--- config.mk ---
export PLATFORM = sky130hd
export DESIGN_NAME = pwm_soft_start_duty_controller_flat
export DESIGN_NICKNAME = d
export VERILOG_FILES = /design/src/rtl/pssd_pkg.sv /design/src/rtl/pssd_in_if.sv /design/src/rtl/pssd_out_if.sv /design/src/rtl/pssd_div.sv /design/src/rtl/pwm_soft_start_duty_controller.sv /design/src/flat_wrapper.sv
export SDC_FILE = /design/constraint.sdc
export NUM_CORES = 1
export LEC_CHECK = 0
export CORE_UTILIZATION = 50
export CTS_CLUSTER_DIAMETER = 60
export CTS_CLUSTER_SIZE = 28
export DETAILED_ROUTE_END_ITERATION = 16
export DONT_BUFFER_PORTS = 1
export PLACE_DENSITY = 0.69
export SYNTH_ARGS = -nofsm -noshare
export SYNTH_HDL_FRONTEND = slang
export SYNTH_SLANG_ARGS = --single-unit
export TNS_END_PERCENT = 50
--- constraint.sdc ---
create_clock -name i_clk -period 11.7 [get_ports i_clk]
set_input_delay 0.585 -clock i_clk [delete_from_list [all_inputs] [get_ports i_clk]]
set_output_delay 0.585 -clock i_clk [all_outputs]
set_load 0.02 [all_outputs]
--- src/rtl/pssd_pkg.sv ---
`timescale 1ns / 1ps
// Shared types and constants of the PWM soft-start duty controller.
// Depends on nothing; every other file of the block uses it.
package pssd_pkg;

    // Field widths of the transaction payloads and configuration registers.
    localparam int NOW_W      = 32;
    localparam int DEMAND_W   = 16;
    localparam int DUTY_W     = 8;
    localparam int FIXED_W    = 7;
    localparam int DIVISOR_W  = 8;
    localparam int RAMP_W     = 16;
    localparam int FREQ_W     = 9;
    localparam int CLK_W      = 27;
    localparam int CFG_IDX_W  = 3;
    localparam int CFG_DATA_W = 27;

    // Width of the product start target times ramp remainder.
    localparam int PART_PROD_W = DUTY_W + RAMP_W;

    // Highest valid PWM frequency in hertz.
    localparam logic [FREQ_W-1:0] FREQ_MAX = FREQ_W'(400);

    // Register values after reset.
    localparam logic                  RST_OUTPUT_ENABLE = 1'b0;
    localparam logic                  RST_SOFT_START    = 1'b0;
    localparam logic                  RST_VARIABLE_MODE = 1'b0;
    localparam logic [DIVISOR_W-1:0]  RST_DIVISOR       = DIVISOR_W'(100);
    localparam logic [FIXED_W-1:0]    RST_FIXED_DUTY    = FIXED_W'(50);
    localparam logic [RAMP_W-1:0]     RST_RAMP_TIME     = RAMP_W'(1000);
    localparam logic [FREQ_W-1:0]     RST_FREQUENCY     = FREQ_W'(100);
    localparam logic [CLK_W-1:0]      RST_TIMER_CLOCK   = CLK_W'(1000000);

    // Configuration register indexes.
    typedef enum logic [CFG_IDX_W-1:0] {
        CFG_OUTPUT_ENABLE,
        CFG_SOFT_START,
        CFG_VARIABLE_MODE,
        CFG_DEMAND_DIVISOR,
        CFG_FIXED_DUTY,
        CFG_RAMP_TIME,
        CFG_PWM_FREQUENCY,
        CFG_TIMER_CLOCK
    } t_cfg_idx;

    // Sequencer states of the top level.
    typedef enum logic [3:0] {
        S_IDLE,
        S_TGT,
        S_TGT_WAIT,
        S_EDGE,
        S_RAMP,
        S_RAMP1_WAIT,
        S_RAMP2_WAIT,
        S_PER,
        S_PER_WAIT,
        S_OUT
    } t_state;

    // Status of the shared divider.
    typedef struct packed {
        logic busy;
        logic done;
    } t_div_stat;

endpackage

--- src/rtl/pssd_in_if.sv ---
`timescale 1ns / 1ps
// Input channel of the PWM soft-start duty controller: one update tick per transaction.
// Depends on pssd_pkg for the field widths.
interface pssd_in_if;
    logic                             valid;
    logic                             ready;
    logic                             channel_on;
    logic [pssd_pkg::NOW_W-1:0]       now_ticks;
    logic [pssd_pkg::DEMAND_W-1:0]    demand_value;

    modport source (output valid, output channel_on, output now_ticks,
                    output demand_value, input ready);
    modport sink   (input valid, input channel_on, input now_ticks,
                    input demand_value, output ready);
endinterface

--- src/rtl/pssd_out_if.sv ---
`timescale 1ns / 1ps
// Result channel of the PWM soft-start duty controller: one result per tick.
// Depends on pssd_pkg for the field widths.
interface pssd_out_if;
    logic                         valid;
    logic                         ready;
    logic [pssd_pkg::DUTY_W-1:0]  duty_cycle;
    logic                         ramp_done;
    logic                         period_load;
    logic [pssd_pkg::CLK_W-1:0]   timer_period;

    modport source (output valid, output duty_cycle, output ramp_done,
                    output period_load, output timer_period, input ready);
    modport sink   (input valid, input duty_cycle, input ramp_done,
                    input period_load, input timer_period, output ready);
endinterface

--- src/rtl/pssd_div.sv ---
`timescale 1ns / 1ps
// Shared restoring divider, one quotient bit per cycle.
// Depends on pssd_pkg for the status struct.
module pssd_div #(
    parameter int DW = 32,
    parameter int VW = 16
) (
    input  logic                     i_clk,
    input  logic                     i_rst_n,
    input  logic                     i_start,
    input  logic [$clog2(DW+1)-1:0]  i_steps,
    input  logic [DW-1:0]            i_dividend,
    input  logic [VW-1:0]            i_divisor,
    output pssd_pkg::t_div_stat      o_stat,
    output logic [DW-1:0]            o_quo,
    output logic [VW-1:0]            o_rem
);
    import pssd_pkg::*;

    localparam int SW = $clog2(DW+1);

    logic          r_busy, n_busy;
    logic          r_done, n_done;
    logic [SW-1:0] r_cnt, n_cnt;
    logic [DW-1:0] r_quo, n_quo;
    logic [VW-1:0] r_rem, n_rem;
    logic [VW-1:0] r_div, n_div;

    logic [VW:0]   w_trial;
    logic [VW:0]   w_diff;
    logic          w_ge;

    // Trial subtraction of the divisor from the shifted partial remainder.
    // The dividend arrives left-aligned, so its top bit feeds in first.
    always_comb begin
        w_trial = {r_rem, r_quo[DW-1]};
        w_ge    = w_trial >= {1'b0, r_div};
        w_diff  = w_trial - {1'b0, r_div};
    end

    // Step sequencing: load on start, one bit per cycle while busy.
    always_comb begin
        n_busy = r_busy;
        n_done = 1'b0;
        n_cnt  = r_cnt;
        n_quo  = r_quo;
        n_rem  = r_rem;
        n_div  = r_div;
        if (i_start) begin
            n_busy = 1'b1;
            n_cnt  = i_steps;
            n_quo  = i_dividend;
            n_rem  = '0;
            n_div  = i_divisor;
        end else if (r_busy) begin
            n_rem = w_ge ? w_diff[VW-1:0] : w_trial[VW-1:0];
            n_quo = {r_quo[DW-2:0], w_ge};
            n_cnt = r_cnt - SW'(1);
            if (r_cnt == SW'(1)) begin
                n_busy = 1'b0;
                n_done = 1'b1;
            end
        end
    end

    always_ff @(posedge i_clk) begin
        if (!i_rst_n) begin
            r_busy <= 1'b0;
            r_done <= 1'b0;
            r_cnt  <= '0;
        end else begin
            r_busy <= n_busy;
            r_done <= n_done;
            r_cnt  <= n_cnt;
        end
        r_quo <= n_quo;
        r_rem <= n_rem;
        r_div <= n_div;
    end

    assign o_stat.busy = r_busy;
    assign o_stat.done = r_done;
    assign o_quo       = r_quo;
    assign o_rem       = r_rem;

endmodule

--- src/rtl/pwm_soft_start_duty_controller.sv ---
`timescale 1ns / 1ps
// PWM soft-start duty controller top level: sequencer, state and output register.
// Depends on pssd_pkg, pssd_in_if, pssd_out_if and pssd_div.
//
// Usage: each transaction on i_in is one update tick carrying the channel enable
// bit, the system time and the demand value. For each tick exactly one result
// transaction leaves on o_out with the duty, the ramp-done flag, a period-load
// flag and the current timer period. Registers are written through i_cfg_we,
// i_cfg_idx and i_cfg_data, one per cycle; the user writes them only while no
// tick is in flight, since the block does not enforce this. All divisions
// (demand by divisor, elapsed time by ramp time, start target times remainder
// by ramp time, timer clock by frequency) run one after the other on a single
// restoring divider that produces one quotient bit a cycle. A tick therefore
// occupies the block for the shortest time with fixed duty, no ramp and an
// invalid frequency, and for the longest with variable duty, a running ramp
// and a valid frequency, when all four divisions run.
// i_in.ready is high only while the sequencer is idle.
// The result sits in an output register; a stalled receiver does not block the
// next tick, but the sequencer waits at its end until that register is free.
// Synchronous reset clears the sequencer, channel and output-valid state and restores the register defaults.
module pwm_soft_start_duty_controller #(
    parameter int TIME_WIDTH = 32
) (
    input  logic                            i_clk,
    input  logic                            i_rst_n,
    input  logic                            i_cfg_we,
    input  logic [pssd_pkg::CFG_IDX_W-1:0]  i_cfg_idx,
    input  logic [pssd_pkg::CFG_DATA_W-1:0] i_cfg_data,
    pssd_in_if.sink                         i_in,
    pssd_out_if.source                      o_out
);
    import pssd_pkg::*;

    localparam int DIV_W  = (TIME_WIDTH > CLK_W) ? TIME_WIDTH : CLK_W;
    localparam int STEP_W = $clog2(DIV_W + 1);
    localparam int PROD_W = 2 * DUTY_W;

    // Configuration registers.
    logic                  r_cfg_oe;
    logic                  r_cfg_sse;
    logic                  r_cfg_var;
    logic [DIVISOR_W-1:0]  r_cfg_divisor;
    logic [FIXED_W-1:0]    r_cfg_fixed;
    logic [RAMP_W-1:0]     r_cfg_ramp;
    logic [FREQ_W-1:0]     r_cfg_freq;
    logic [CLK_W-1:0]      r_cfg_clock;

    // Sequencer and tick state.
    t_state                r_state, n_state;
    logic                  r_ch, n_ch;
    logic [TIME_WIDTH-1:0] r_now, n_now;
    logic [DEMAND_W-1:0]   r_demand, n_demand;
    logic [DUTY_W-1:0]     r_tgt, n_tgt;
    logic [PROD_W-1:0]     r_whole_prod, n_whole_prod;
    logic                  r_load, n_load;

    logic                  r_prev_ch, n_prev_ch;
    logic                  r_cpl, n_cpl;
    logic [DUTY_W-1:0]     r_duty, n_duty;
    logic [TIME_WIDTH-1:0] r_start_time, n_start_time;
    logic [DUTY_W-1:0]     r_start_tgt, n_start_tgt;
    logic [FREQ_W-1:0]     r_prev_freq, n_prev_freq;
    logic [CLK_W-1:0]      r_period, n_period;

    // Output register.
    logic                  r_out_valid, n_out_valid;
    logic [DUTY_W-1:0]     r_out_duty, n_out_duty;
    logic                  r_out_done, n_out_done;
    logic                  r_out_load, n_out_load;
    logic [CLK_W-1:0]      r_out_period, n_out_period;

    // Divider connections.
    logic                  div_start;
    logic [STEP_W-1:0]     div_steps;
    logic [DIV_W-1:0]      div_dividend;
    logic [RAMP_W-1:0]     div_divisor;
    t_div_stat             div_stat;
    logic [DIV_W-1:0]      div_quo;
    logic [RAMP_W-1:0]     div_rem;

    // Helper terms.
    logic                  in_accept;
    logic                  out_free;
    logic                  tgt_divide;
    logic                  freq_valid;
    logic                  ramp_divide;
    logic                  whole_over;
    logic [TIME_WIDTH-1:0] elapsed;
    logic [PART_PROD_W-1:0] part_prod;
    logic [PROD_W:0]       ramp_sum;
    logic [DUTY_W-1:0]     ramp_sat;
    logic                  e_pc;
    logic                  e_cpl;
    logic [DUTY_W-1:0]     e_duty;
    logic                  e_restart;

    // Clamp a ramp duty to the target; the top bit reports completion.
    function automatic logic [DUTY_W:0] f_clamp(input logic [DUTY_W-1:0] d,
                                                 input logic [DUTY_W-1:0] t);
        logic [DUTY_W:0] res;
        if (d >= t) begin
            res = {1'b1, t};
        end else begin
            res = {1'b0, d};
        end
        return res;
    endfunction

    // Configuration writes.
    always_ff @(posedge i_clk) begin
        if (!i_rst_n) begin
            r_cfg_oe      <= RST_OUTPUT_ENABLE;
            r_cfg_sse     <= RST_SOFT_START;
            r_cfg_var     <= RST_VARIABLE_MODE;
            r_cfg_divisor <= RST_DIVISOR;
            r_cfg_fixed   <= RST_FIXED_DUTY;
            r_cfg_ramp    <= RST_RAMP_TIME;
            r_cfg_freq    <= RST_FREQUENCY;
            r_cfg_clock   <= RST_TIMER_CLOCK;
        end else if (i_cfg_we) begin
            unique case (t_cfg_idx'(i_cfg_idx))
                CFG_OUTPUT_ENABLE:  r_cfg_oe      <= i_cfg_data[0];
                CFG_SOFT_START:     r_cfg_sse     <= i_cfg_data[0];
                CFG_VARIABLE_MODE:  r_cfg_var     <= i_cfg_data[0];
                CFG_DEMAND_DIVISOR: r_cfg_divisor <= i_cfg_data[DIVISOR_W-1:0];
                CFG_FIXED_DUTY:     r_cfg_fixed   <= i_cfg_data[FIXED_W-1:0];
                CFG_RAMP_TIME:      r_cfg_ramp    <= i_cfg_data[RAMP_W-1:0];
                CFG_PWM_FREQUENCY:  r_cfg_freq    <= i_cfg_data[FREQ_W-1:0];
                CFG_TIMER_CLOCK:    r_cfg_clock   <= i_cfg_data[CLK_W-1:0];
            endcase
        end
    end

    // Shared helper terms.
    always_comb begin
        in_accept   = i_in.valid && i_in.ready;
        out_free    = !r_out_valid || o_out.ready;
        tgt_divide  = r_cfg_var && (r_cfg_divisor != '0);
        freq_valid  = (r_cfg_freq != '0) && (r_cfg_freq <= FREQ_MAX);
        ramp_divide = (r_cfg_ramp != '0) && (r_start_tgt != '0);
        whole_over  = |div_quo[DIV_W-1:DUTY_W];
        elapsed     = r_now - r_start_time;
        part_prod   = PART_PROD_W'(r_start_tgt) * PART_PROD_W'(div_rem);
        ramp_sum    = (PROD_W+1)'(r_whole_prod) + (PROD_W+1)'(div_quo[DUTY_W-1:0]);
        ramp_sat    = (ramp_sum > (PROD_W+1)'({DUTY_W{1'b1}})) ?
                      {DUTY_W{1'b1}} : ramp_sum[DUTY_W-1:0];
    end

    // Enable-edge handling: disabled channel, soft start off, ramp restart.
    always_comb begin
        e_pc      = r_prev_ch;
        e_cpl     = r_cpl;
        e_duty    = r_duty;
        e_restart = 1'b0;
        if (!r_cfg_oe || !r_ch) begin
            e_pc   = r_ch;
            e_cpl  = 1'b0;
            e_duty = '0;
        end
        if (!r_cfg_sse) begin
            e_cpl  = 1'b1;
            e_duty = r_tgt;
        end
        if (r_ch != e_pc) begin
            e_cpl     = 1'b0;
            e_restart = 1'b1;
        end
    end

    // Next state of the sequencer.
    always_comb begin
        n_state = r_state;
        unique case (r_state)
            S_IDLE:       if (in_accept) n_state = S_TGT;
            S_TGT:        n_state = tgt_divide ? S_TGT_WAIT : S_EDGE;
            S_TGT_WAIT:   if (div_stat.done) n_state = S_EDGE;
            S_EDGE:       n_state = e_cpl ? S_PER : S_RAMP;
            S_RAMP:       n_state = ramp_divide ? S_RAMP1_WAIT : S_PER;
            S_RAMP1_WAIT: if (div_stat.done) n_state = whole_over ? S_PER : S_RAMP2_WAIT;
            S_RAMP2_WAIT: if (div_stat.done) n_state = S_PER;
            S_PER:        n_state = freq_valid ? S_PER_WAIT : S_OUT;
            S_PER_WAIT:   if (div_stat.done) n_state = S_OUT;
            S_OUT:        if (out_free) n_state = S_IDLE;
            default:      n_state = S_IDLE;
        endcase
    end

    // Sequencer outputs: input ready and divider requests.
    always_comb begin
        i_in.ready   = 1'b0;
        div_start    = 1'b0;
        div_steps    = STEP_W'(DEMAND_W);
        div_dividend = DIV_W'(r_demand) << (DIV_W - DEMAND_W);
        div_divisor  = RAMP_W'(r_cfg_divisor);
        unique case (r_state)
            S_IDLE: begin
                i_in.ready = 1'b1;
            end
            S_TGT: begin
                div_start = tgt_divide;
            end
            S_RAMP: begin
                div_start    = ramp_divide;
                div_steps    = STEP_W'(TIME_WIDTH);
                div_dividend = DIV_W'(elapsed) << (DIV_W - TIME_WIDTH);
                div_divisor  = r_cfg_ramp;
            end
            S_RAMP1_WAIT: begin
                div_start    = div_stat.done && !whole_over;
                div_steps    = STEP_W'(PART_PROD_W);
                div_dividend = DIV_W'(part_prod) << (DIV_W - PART_PROD_W);
                div_divisor  = r_cfg_ramp;
            end
            S_PER: begin
                div_start    = freq_valid;
                div_steps    = STEP_W'(CLK_W);
                div_dividend = DIV_W'(r_cfg_clock) << (DIV_W - CLK_W);
                div_divisor  = RAMP_W'(r_cfg_freq);
            end
            S_TGT_WAIT, S_EDGE, S_RAMP2_WAIT, S_PER_WAIT, S_OUT: begin
                div_start = 1'b0;
            end
            default: begin
                div_start = 1'b0;
            end
        endcase
    end

    // Datapath updates of the tick state and the output register.
    always_comb begin
        logic [DUTY_W:0] clamp;
        logic [CLK_W-1:0] period;
        clamp        = '0;
        period       = div_quo[CLK_W-1:0];
        n_ch         = r_ch;
        n_now        = r_now;
        n_demand     = r_demand;
        n_tgt        = r_tgt;
        n_whole_prod = r_whole_prod;
        n_load       = r_load;
        n_prev_ch    = r_prev_ch;
        n_cpl        = r_cpl;
        n_duty       = r_duty;
        n_start_time = r_start_time;
        n_start_tgt  = r_start_tgt;
        n_prev_freq  = r_prev_freq;
        n_period     = r_period;
        n_out_valid  = r_out_valid && !o_out.ready;
        n_out_duty   = r_out_duty;
        n_out_done   = r_out_done;
        n_out_load   = r_out_load;
        n_out_period = r_out_period;
        unique case (r_state)
            S_IDLE: begin
                if (in_accept) begin
                    n_ch     = i_in.channel_on;
                    n_now    = TIME_WIDTH'(i_in.now_ticks);
                    n_demand = i_in.demand_value;
                    n_load   = 1'b0;
                end
            end
            S_TGT: begin
                if (!tgt_divide) n_tgt = DUTY_W'(r_cfg_fixed);
            end
            S_TGT_WAIT: begin
                if (div_stat.done) n_tgt = div_quo[DUTY_W-1:0];
            end
            S_EDGE: begin
                n_cpl  = e_cpl;
                n_duty = e_duty;
                if (e_restart) begin
                    n_start_tgt  = r_tgt;
                    n_start_time = r_now;
                end
            end
            S_RAMP: begin
                // Zero ramp time completes at once; a zero start target ramps at 0.
                if (r_cfg_ramp == '0) begin
                    clamp  = f_clamp(r_tgt, r_tgt);
                    n_cpl  = clamp[DUTY_W];
                    n_duty = clamp[DUTY_W-1:0];
                end else if (r_start_tgt == '0) begin
                    clamp  = f_clamp('0, r_tgt);
                    n_cpl  = clamp[DUTY_W];
                    n_duty = clamp[DUTY_W-1:0];
                end
            end
            S_RAMP1_WAIT: begin
                if (div_stat.done) begin
                    if (whole_over) begin
                        clamp  = f_clamp({DUTY_W{1'b1}}, r_tgt);
                        n_cpl  = clamp[DUTY_W];
                        n_duty = clamp[DUTY_W-1:0];
                    end else begin
                        n_whole_prod = PROD_W'(div_quo[DUTY_W-1:0]) * PROD_W'(r_start_tgt);
                    end
                end
            end
            S_RAMP2_WAIT: begin
                if (div_stat.done) begin
                    clamp  = f_clamp(ramp_sat, r_tgt);
                    n_cpl  = clamp[DUTY_W];
                    n_duty = clamp[DUTY_W-1:0];
                end
            end
            S_PER_WAIT: begin
                // Reload when the setting changed or the held period is stale.
                if (div_stat.done) begin
                    if ((r_cfg_freq != r_prev_freq) || (r_period != period)) begin
                        n_period = period;
                        n_load   = 1'b1;
                    end
                end
            end
            S_OUT: begin
                if (out_free) begin
                    n_out_valid  = 1'b1;
                    n_out_duty   = r_duty;
                    n_out_done   = r_cpl;
                    n_out_load   = r_load;
                    n_out_period = r_period;
                    n_prev_freq  = r_cfg_freq;
                    n_prev_ch    = r_ch;
                end
            end
            S_PER: begin
                n_load = r_load;
            end
            default: begin
                n_load = r_load;
            end
        endcase
    end

    // Registers.
    always_ff @(posedge i_clk) begin
        if (!i_rst_n) begin
            r_state      <= S_IDLE;
            r_prev_ch    <= 1'b0;
            r_cpl        <= 1'b0;
            r_duty       <= '0;
            r_start_time <= '0;
            r_start_tgt  <= '0;
            r_prev_freq  <= '0;
            r_period     <= '0;
            r_out_valid  <= 1'b0;
        end else begin
            r_state      <= n_state;
            r_prev_ch    <= n_prev_ch;
            r_cpl        <= n_cpl;
            r_duty       <= n_duty;
            r_start_time <= n_start_time;
            r_start_tgt  <= n_start_tgt;
            r_prev_freq  <= n_prev_freq;
            r_period     <= n_period;
            r_out_valid  <= n_out_valid;
        end
        r_ch         <= n_ch;
        r_now        <= n_now;
        r_demand     <= n_demand;
        r_tgt        <= n_tgt;
        r_whole_prod <= n_whole_prod;
        r_load       <= n_load;
        r_out_duty   <= n_out_duty;
        r_out_done   <= n_out_done;
        r_out_load   <= n_out_load;
        r_out_period <= n_out_period;
    end

    // Shared divider.
    pssd_div #(
        .DW (DIV_W),
        .VW (RAMP_W)
    ) u_div (
        .i_clk      (i_clk),
        .i_rst_n    (i_rst_n),
        .i_start    (div_start),
        .i_steps    (div_steps),
        .i_dividend (div_dividend),
        .i_divisor  (div_divisor),
        .o_stat     (div_stat),
        .o_quo      (div_quo),
        .o_rem      (div_rem)
    );

    // Result channel.
    assign o_out.valid        = r_out_valid;
    assign o_out.duty_cycle   = r_out_duty;
    assign o_out.ramp_done    = r_out_done;
    assign o_out.period_load  = r_out_load;
    assign o_out.timer_period = r_out_period;

`ifndef SYNTH
    // An accepted tick always starts with the target computation.
    a_accept_to_tgt: assert property (@(posedge i_clk) disable iff (!i_rst_n)
        in_accept |=> (r_state == S_TGT))
        else $error("accepted tick did not enter target step");

    // The divider is never restarted while it is still working.
    a_div_no_overlap: assert property (@(posedge i_clk) disable iff (!i_rst_n)
        div_start |-> !div_stat.busy)
        else $error("divider started while busy");

    // A finished division is only reported while the sequencer waits for one.
    a_div_done_waited: assert property (@(posedge i_clk) disable iff (!i_rst_n)
        div_stat.done |-> ((r_state == S_TGT_WAIT) || (r_state == S_RAMP1_WAIT) ||
                           (r_state == S_RAMP2_WAIT) || (r_state == S_PER_WAIT)))
        else $error("divider result arrived outside a wait step");

    // A free output register takes the result on the next edge.
    a_result_posted: assert property (@(posedge i_clk) disable iff (!i_rst_n)
        ((r_state == S_OUT) && !r_out_valid) |=> o_out.valid)
        else $error("result not posted to the output register");
`endif

endmodule

--- src/flat_wrapper.sv ---
// flat-port wrapper written by rule: the top's interface ports become plain ports
module pwm_soft_start_duty_controller_flat import pssd_pkg::*;
#(
    parameter int TIME_WIDTH = 32
)
  (i_clk, i_rst_n, i_cfg_we, i_cfg_idx, i_cfg_data, i_in_valid, i_in_channel_on, i_in_now_ticks, i_in_demand_value, i_in_ready, o_out_valid, o_out_duty_cycle, o_out_ramp_done, o_out_period_load, o_out_timer_period, o_out_ready);
  pssd_in_if i_in_i ();
  pssd_out_if o_out_i ();
  input  logic i_clk;
  input  logic i_rst_n;
  input  logic i_cfg_we;
  input  logic [pssd_pkg::CFG_IDX_W-1:0] i_cfg_idx;
  input  logic [pssd_pkg::CFG_DATA_W-1:0] i_cfg_data;
  input wire logic [$bits(i_in_i.valid)-1:0] i_in_valid;
  input wire logic [$bits(i_in_i.channel_on)-1:0] i_in_channel_on;
  input wire logic [$bits(i_in_i.now_ticks)-1:0] i_in_now_ticks;
  input wire logic [$bits(i_in_i.demand_value)-1:0] i_in_demand_value;
  output wire logic [$bits(i_in_i.ready)-1:0] i_in_ready;
  output wire logic [$bits(o_out_i.valid)-1:0] o_out_valid;
  output wire logic [$bits(o_out_i.duty_cycle)-1:0] o_out_duty_cycle;
  output wire logic [$bits(o_out_i.ramp_done)-1:0] o_out_ramp_done;
  output wire logic [$bits(o_out_i.period_load)-1:0] o_out_period_load;
  output wire logic [$bits(o_out_i.timer_period)-1:0] o_out_timer_period;
  input wire logic [$bits(o_out_i.ready)-1:0] o_out_ready;
  assign i_in_i.valid = i_in_valid;
  assign i_in_i.channel_on = i_in_channel_on;
  assign i_in_i.now_ticks = i_in_now_ticks;
  assign i_in_i.demand_value = i_in_demand_value;
  assign i_in_ready = i_in_i.ready;
  assign o_out_valid = o_out_i.valid;
  assign o_out_duty_cycle = o_out_i.duty_cycle;
  assign o_out_ramp_done = o_out_i.ramp_done;
  assign o_out_period_load = o_out_i.period_load;
  assign o_out_timer_period = o_out_i.timer_period;
  assign o_out_i.ready = o_out_ready;
  pwm_soft_start_duty_controller #(.TIME_WIDTH(TIME_WIDTH)) u_core (.i_clk(i_clk), .i_rst_n(i_rst_n), .i_cfg_we(i_cfg_we), .i_cfg_idx(i_cfg_idx), .i_cfg_data(i_cfg_data), .i_in(i_in_i), .o_out(o_out_i));
endmodule
==> impl_results.md <==
- Status: completed
- Hold/Removal Path Class: input port to register
- Metal3 WL: 6220 um
- Largest delay contributor family on the critical path: adder cells
- Final Slew Violations: 0
- Sum of buffers and inverters on the critical path: 2
- Count of flip-flops with a built-in enable after synthesis: ~160
- Adder-cell area share of the yosys netlist: 0.185
- CP max stage cell: sky130_fd_sc_hd__dfxtp_1
- Global placement routability congestion: 0.982
- RSZ-0062 raised after global routing: false
- Unique cell type count in the Yosys netlist: 82
- Combinational family with the most area after synthesis: simple AND/OR/NAND/NOR gates
- CP endpoint kind: register
- Xor and xnor area share after synthesis: 0.0378
- Delay contributed by the slowest stage of the critical path: ~0.93 ns
- Synthesized flop and latch total: about 340
- Most instantiated library cell after synthesis: sky130_fd_sc_hd__nand2_1
- Area of the mapped netlist: ~23,000 um2
- Total of cells resized after clock tree synthesis: 0
- Die height: about 220 um
- Top FF cell, synth: sky130_fd_sc_hd__dfxtp_1
- Power per Cell Area: between 100 and 150 nW/um2
- Hold bufs inserted after CTS: 0
- Post-synthesis cell count: ~2,500
- Crit path kind: register to register
- Peak supply drop: about 0.13 mV
- Highest metal used: met4
- Synth top area cells: sky130_fd_sc_hd__edfxtp_1, sky130_fd_sc_hd__dfxtp_1, sky130_fd_sc_hd__fa_1
- Part of the power in combinational logic: 0.268
- All-Layer GR Usage: 0.277
- Wire length of the first global-routing pass: a little over 100,000 um
- Final Net Count: around 2,800
- TritonCTS clock tree: yes
- Antenna violations before repair: 0
- DPL Wire Length: roughly 49,000 um
- Switch share: 0.364
- Internal Power: ~2.3 mW
- Instance area after placement: roughly 24,000 um2
- Maximum number of pins on one net before global-route repair: around 170
- Setup WS post-layout: 5.58 ns
- Library cell with the largest summed area after synthesis: sky130_fd_sc_hd__edfxtp_1
- Area added between synthesis and finish: 6.49%
- Via count: around 18,000
- Ys async rst share: 0
- Worst-case clock buffer depth: 3
- Worst Path Arrival: roughly 6.5 ns
- Total nets after synthesis: about 2,900
- Count of endpoints failing setup in the final report: 0
- Num CTS Buffers: 28
- Via count normalized by instance count: ~6
- Number of filler cells placed in the layout: between 4,000 and 5,000
- Relative contribution of the clock network to total power: 0.291
- Leftover overflow at the end of global routing: 0
- Master cell of the clock root buffer: sky130_fd_sc_hd__clkbuf_16
- Hold Fails Final Rpt: 0
- Worst EP required: between 10 and 15 ns
- Reported net switching power: roughly 1.3 mW
- Simple logic cell fraction of the synthesized area: 0.190
- Routed Antenna Nets: 0
- Boundary Pins: approximately 120
- Rel. slew slack: 0.223
- Total area of multi-input combinational cells: approximately 13,000 um2
- Syn Area/Cell: just over 9 um2
- Initial Utilization: 0.509
- Layout Cell Area excl Fill: around 25,000 um2
- Relative contribution of sequential cells to total power: 0.441
- I/O Buffers: 0
- Total clock sinks: approximately 340
- Clock-pin slew reported for the worst setup and hold paths after clock tree synthesis: around 0.090 ns
- Number of buffers added for setup after CTS: 0
- Startpoint kind of the worst setup timing path: register
- Synthesis Warnings: 0
- DRC violation count after routing: 0
- Sequential cell area: approximately 8500 um2
- Fraction of final layout cells with drive strength greater than 1: 0.0435
- Final WL: between 60,000 and 70,000 um
- Skew final: around 0.03 ns
- Met2 WL: 28,100 um
- Max Fclk: approximately 0.16 GHz
- Synth top cells by count: sky130_fd_sc_hd__nand2_1, sky130_fd_sc_hd__inv_1, sky130_fd_sc_hd__dfxtp_1
- Final sum of negative setup slack: 0 ns
- Post-route non-filler standard cell count: roughly 3,000
- Portion of netlist area occupied by mux cells: 0.0212
- Detailed-router iteration count before antenna repair: 8
- Pleak: between 9 and 10 nW
- Met1 wire length: 27,900 um
- Standard-cell rows: just under 80
- Most frequent cell on the critical path: sky130_fd_sc_hd__fa_1
- Synth top area share: 0.206
- Biggest fanout along the worst timing path: 26
- Synthesized-area fraction occupied by ao, oa, aoi and oai cells: 0.142
- Max Cap Violations: 0
- Fraction of the yosys area taken by sequential cells: 0.366
- CTS H-tree lvls: 1
- Final worst path period share: 0.523
- Drt first-iter violations: slightly below 2,000
- Floorplan die width: around 220 um
- Cells after DPL: about 3,000
- Die Footprint: between 40,000 and 50,000 um2
- Clock period minus final worst setup slack: 6.12 ns
- Vias in the first global route: between 15,000 and 20,000
- Cells along the critical path: and2_1 -> fa_1 -> inv_1 -> fa_1 -> fa_1 -> inv_1 -> fa_1 -> ha_1 -> nor4_1 -> o21ai_0 -> a311oi_1 -> o21ai_0 -> o41ai_1 -> xnor2_1 -> nand2_1 -> a41oi_1
- Antenna diode count: 0
- Place WS: between 5 and 6 ns
- Core area: ~46,000 um2
- Tightest Pin Transition: between 1 and 1.5 ns
- Average wire length per cell after detail routing: between 20 and 25 um
- Clk Latency, worst-skew pair: about 0.60 ns
-- registers in the layout, indices dropped and copies added, names as in the netlist, 4 cells and up --
name and cells:
u_core.r_period 27, u_core.r_demand 16, u_core.r_start_tgt 8, u_core.u_div.o_quo 32, u_core.u_div.r_div 16, u_core.u_div.r_cnt 6, u_core.r_whole_prod 16, u_core.r_cfg_ramp 16
u_core.r_state 4, u_core.r_now 32, u_core.o_out.timer_period 27, u_core.r_tgt 8, u_core.r_cfg_clock 27, u_core.o_out.duty_cycle 8, u_core.r_start_time 32, u_core.u_div.o_rem 16
u_core.r_cfg_fixed 7, u_core.r_cfg_freq 9, u_core.r_duty 8, u_core.r_cfg_divisor 8, u_core.r_prev_freq 9
-- per-stage QoR --
| stage | hold WS, ns | utilization | total power, mW |
|---|---|---|---|
| after CTS | 0.0599 | 0.542 | 3.57 |
| final | 0.0771 | 0.542 | 3.58 |
| after global placement | 0.422 | 0.519 | 2.51 |
| after floorplan | 0.400 | - | 2.22 |
| after global routing | 0.0610 | 0.542 | 3.74 |
| after detailed placement | 0.418 | 0.519 | 2.53 |
-- per-layer routing --
metal | up-vias | global-route usage
met1 | 8842 | 0.381
met4 | 0 | 0.0979
li1 | 8515 | -
met5 | - | 0
met2 | 805 | 0.421
met3 | 137 | 0.0689
-- power groups by stage --
stage	Sequential (mW)	Combinational [mW]	Clock [mW]
6_report	1.58	0.957	1.04
3_3_place_gp	1.60	0.909	0
4_1_cts	1.57	0.936	1.06
5_1_grt	1.59	1.04	1.10
2_1_floorplan	1.46	0.754	0
3_5_place_dp	1.60	0.931	0
-- logic make-up after synthesis --
group | after synthesis
xor gates and xnor gates | 100
AOI/OAI and AO/OA | 494
and+or+nand+nor | 920
adders and majority gates | 269
DFF | 344
muxes | 48
buffers and inverters | 356
-- layout by cell type (no fill, tap or decap), drive strengths merged, types with 54 or more instances in the layout --
| cell type | count |
|---|---|
| a21oi | 102 |
| inv | 243 |
| fa | 123 |
| a21boi | 101 |
| ha | 145 |
| xnor2 | 54 |
| nor2 | 106 |
| dfxtp | 185 |
| nand2 | 424 |
| and2 | 115 |
| edfxtp | 159 |
| o21ai | 95 |
-- final timing paths --
| check | start | end | slack (ns) | cells past startpoint |
|---|---|---|---|---|
| max | u_core.r_start_tgt[3]$_SDFFE_PN0P_ | u_core.u_div.o_quo[31]$_DFFE_PP_ | 5.58 | 16 |
| min | i_rst_n | u_core.r_cfg_fixed[5]$_SDFFE_PN1P_ | 0.08 | 1 |
| max reg2reg | u_core.r_start_tgt[3]$_SDFFE_PN0P_ | u_core.u_div.o_quo[31]$_DFFE_PP_ | 5.58 | 16 |
| min reg2reg | u_core.r_duty[5]$_SDFFE_PN0P_ | u_core.o_out.duty_cycle[5]$_DFFE_PP_ | 0.44 | 0 |
-- cell type report --
type                       count  share of cell area
tap                          600              0.0304
sequential                   344               0.343
clock inverter                22              0.0118
timing repair buffer          26             0.00791
clock buffer                  30              0.0296
inverter                     232              0.0353
multi-input combinational   1831               0.542
(Power assumes the default switching activity.)
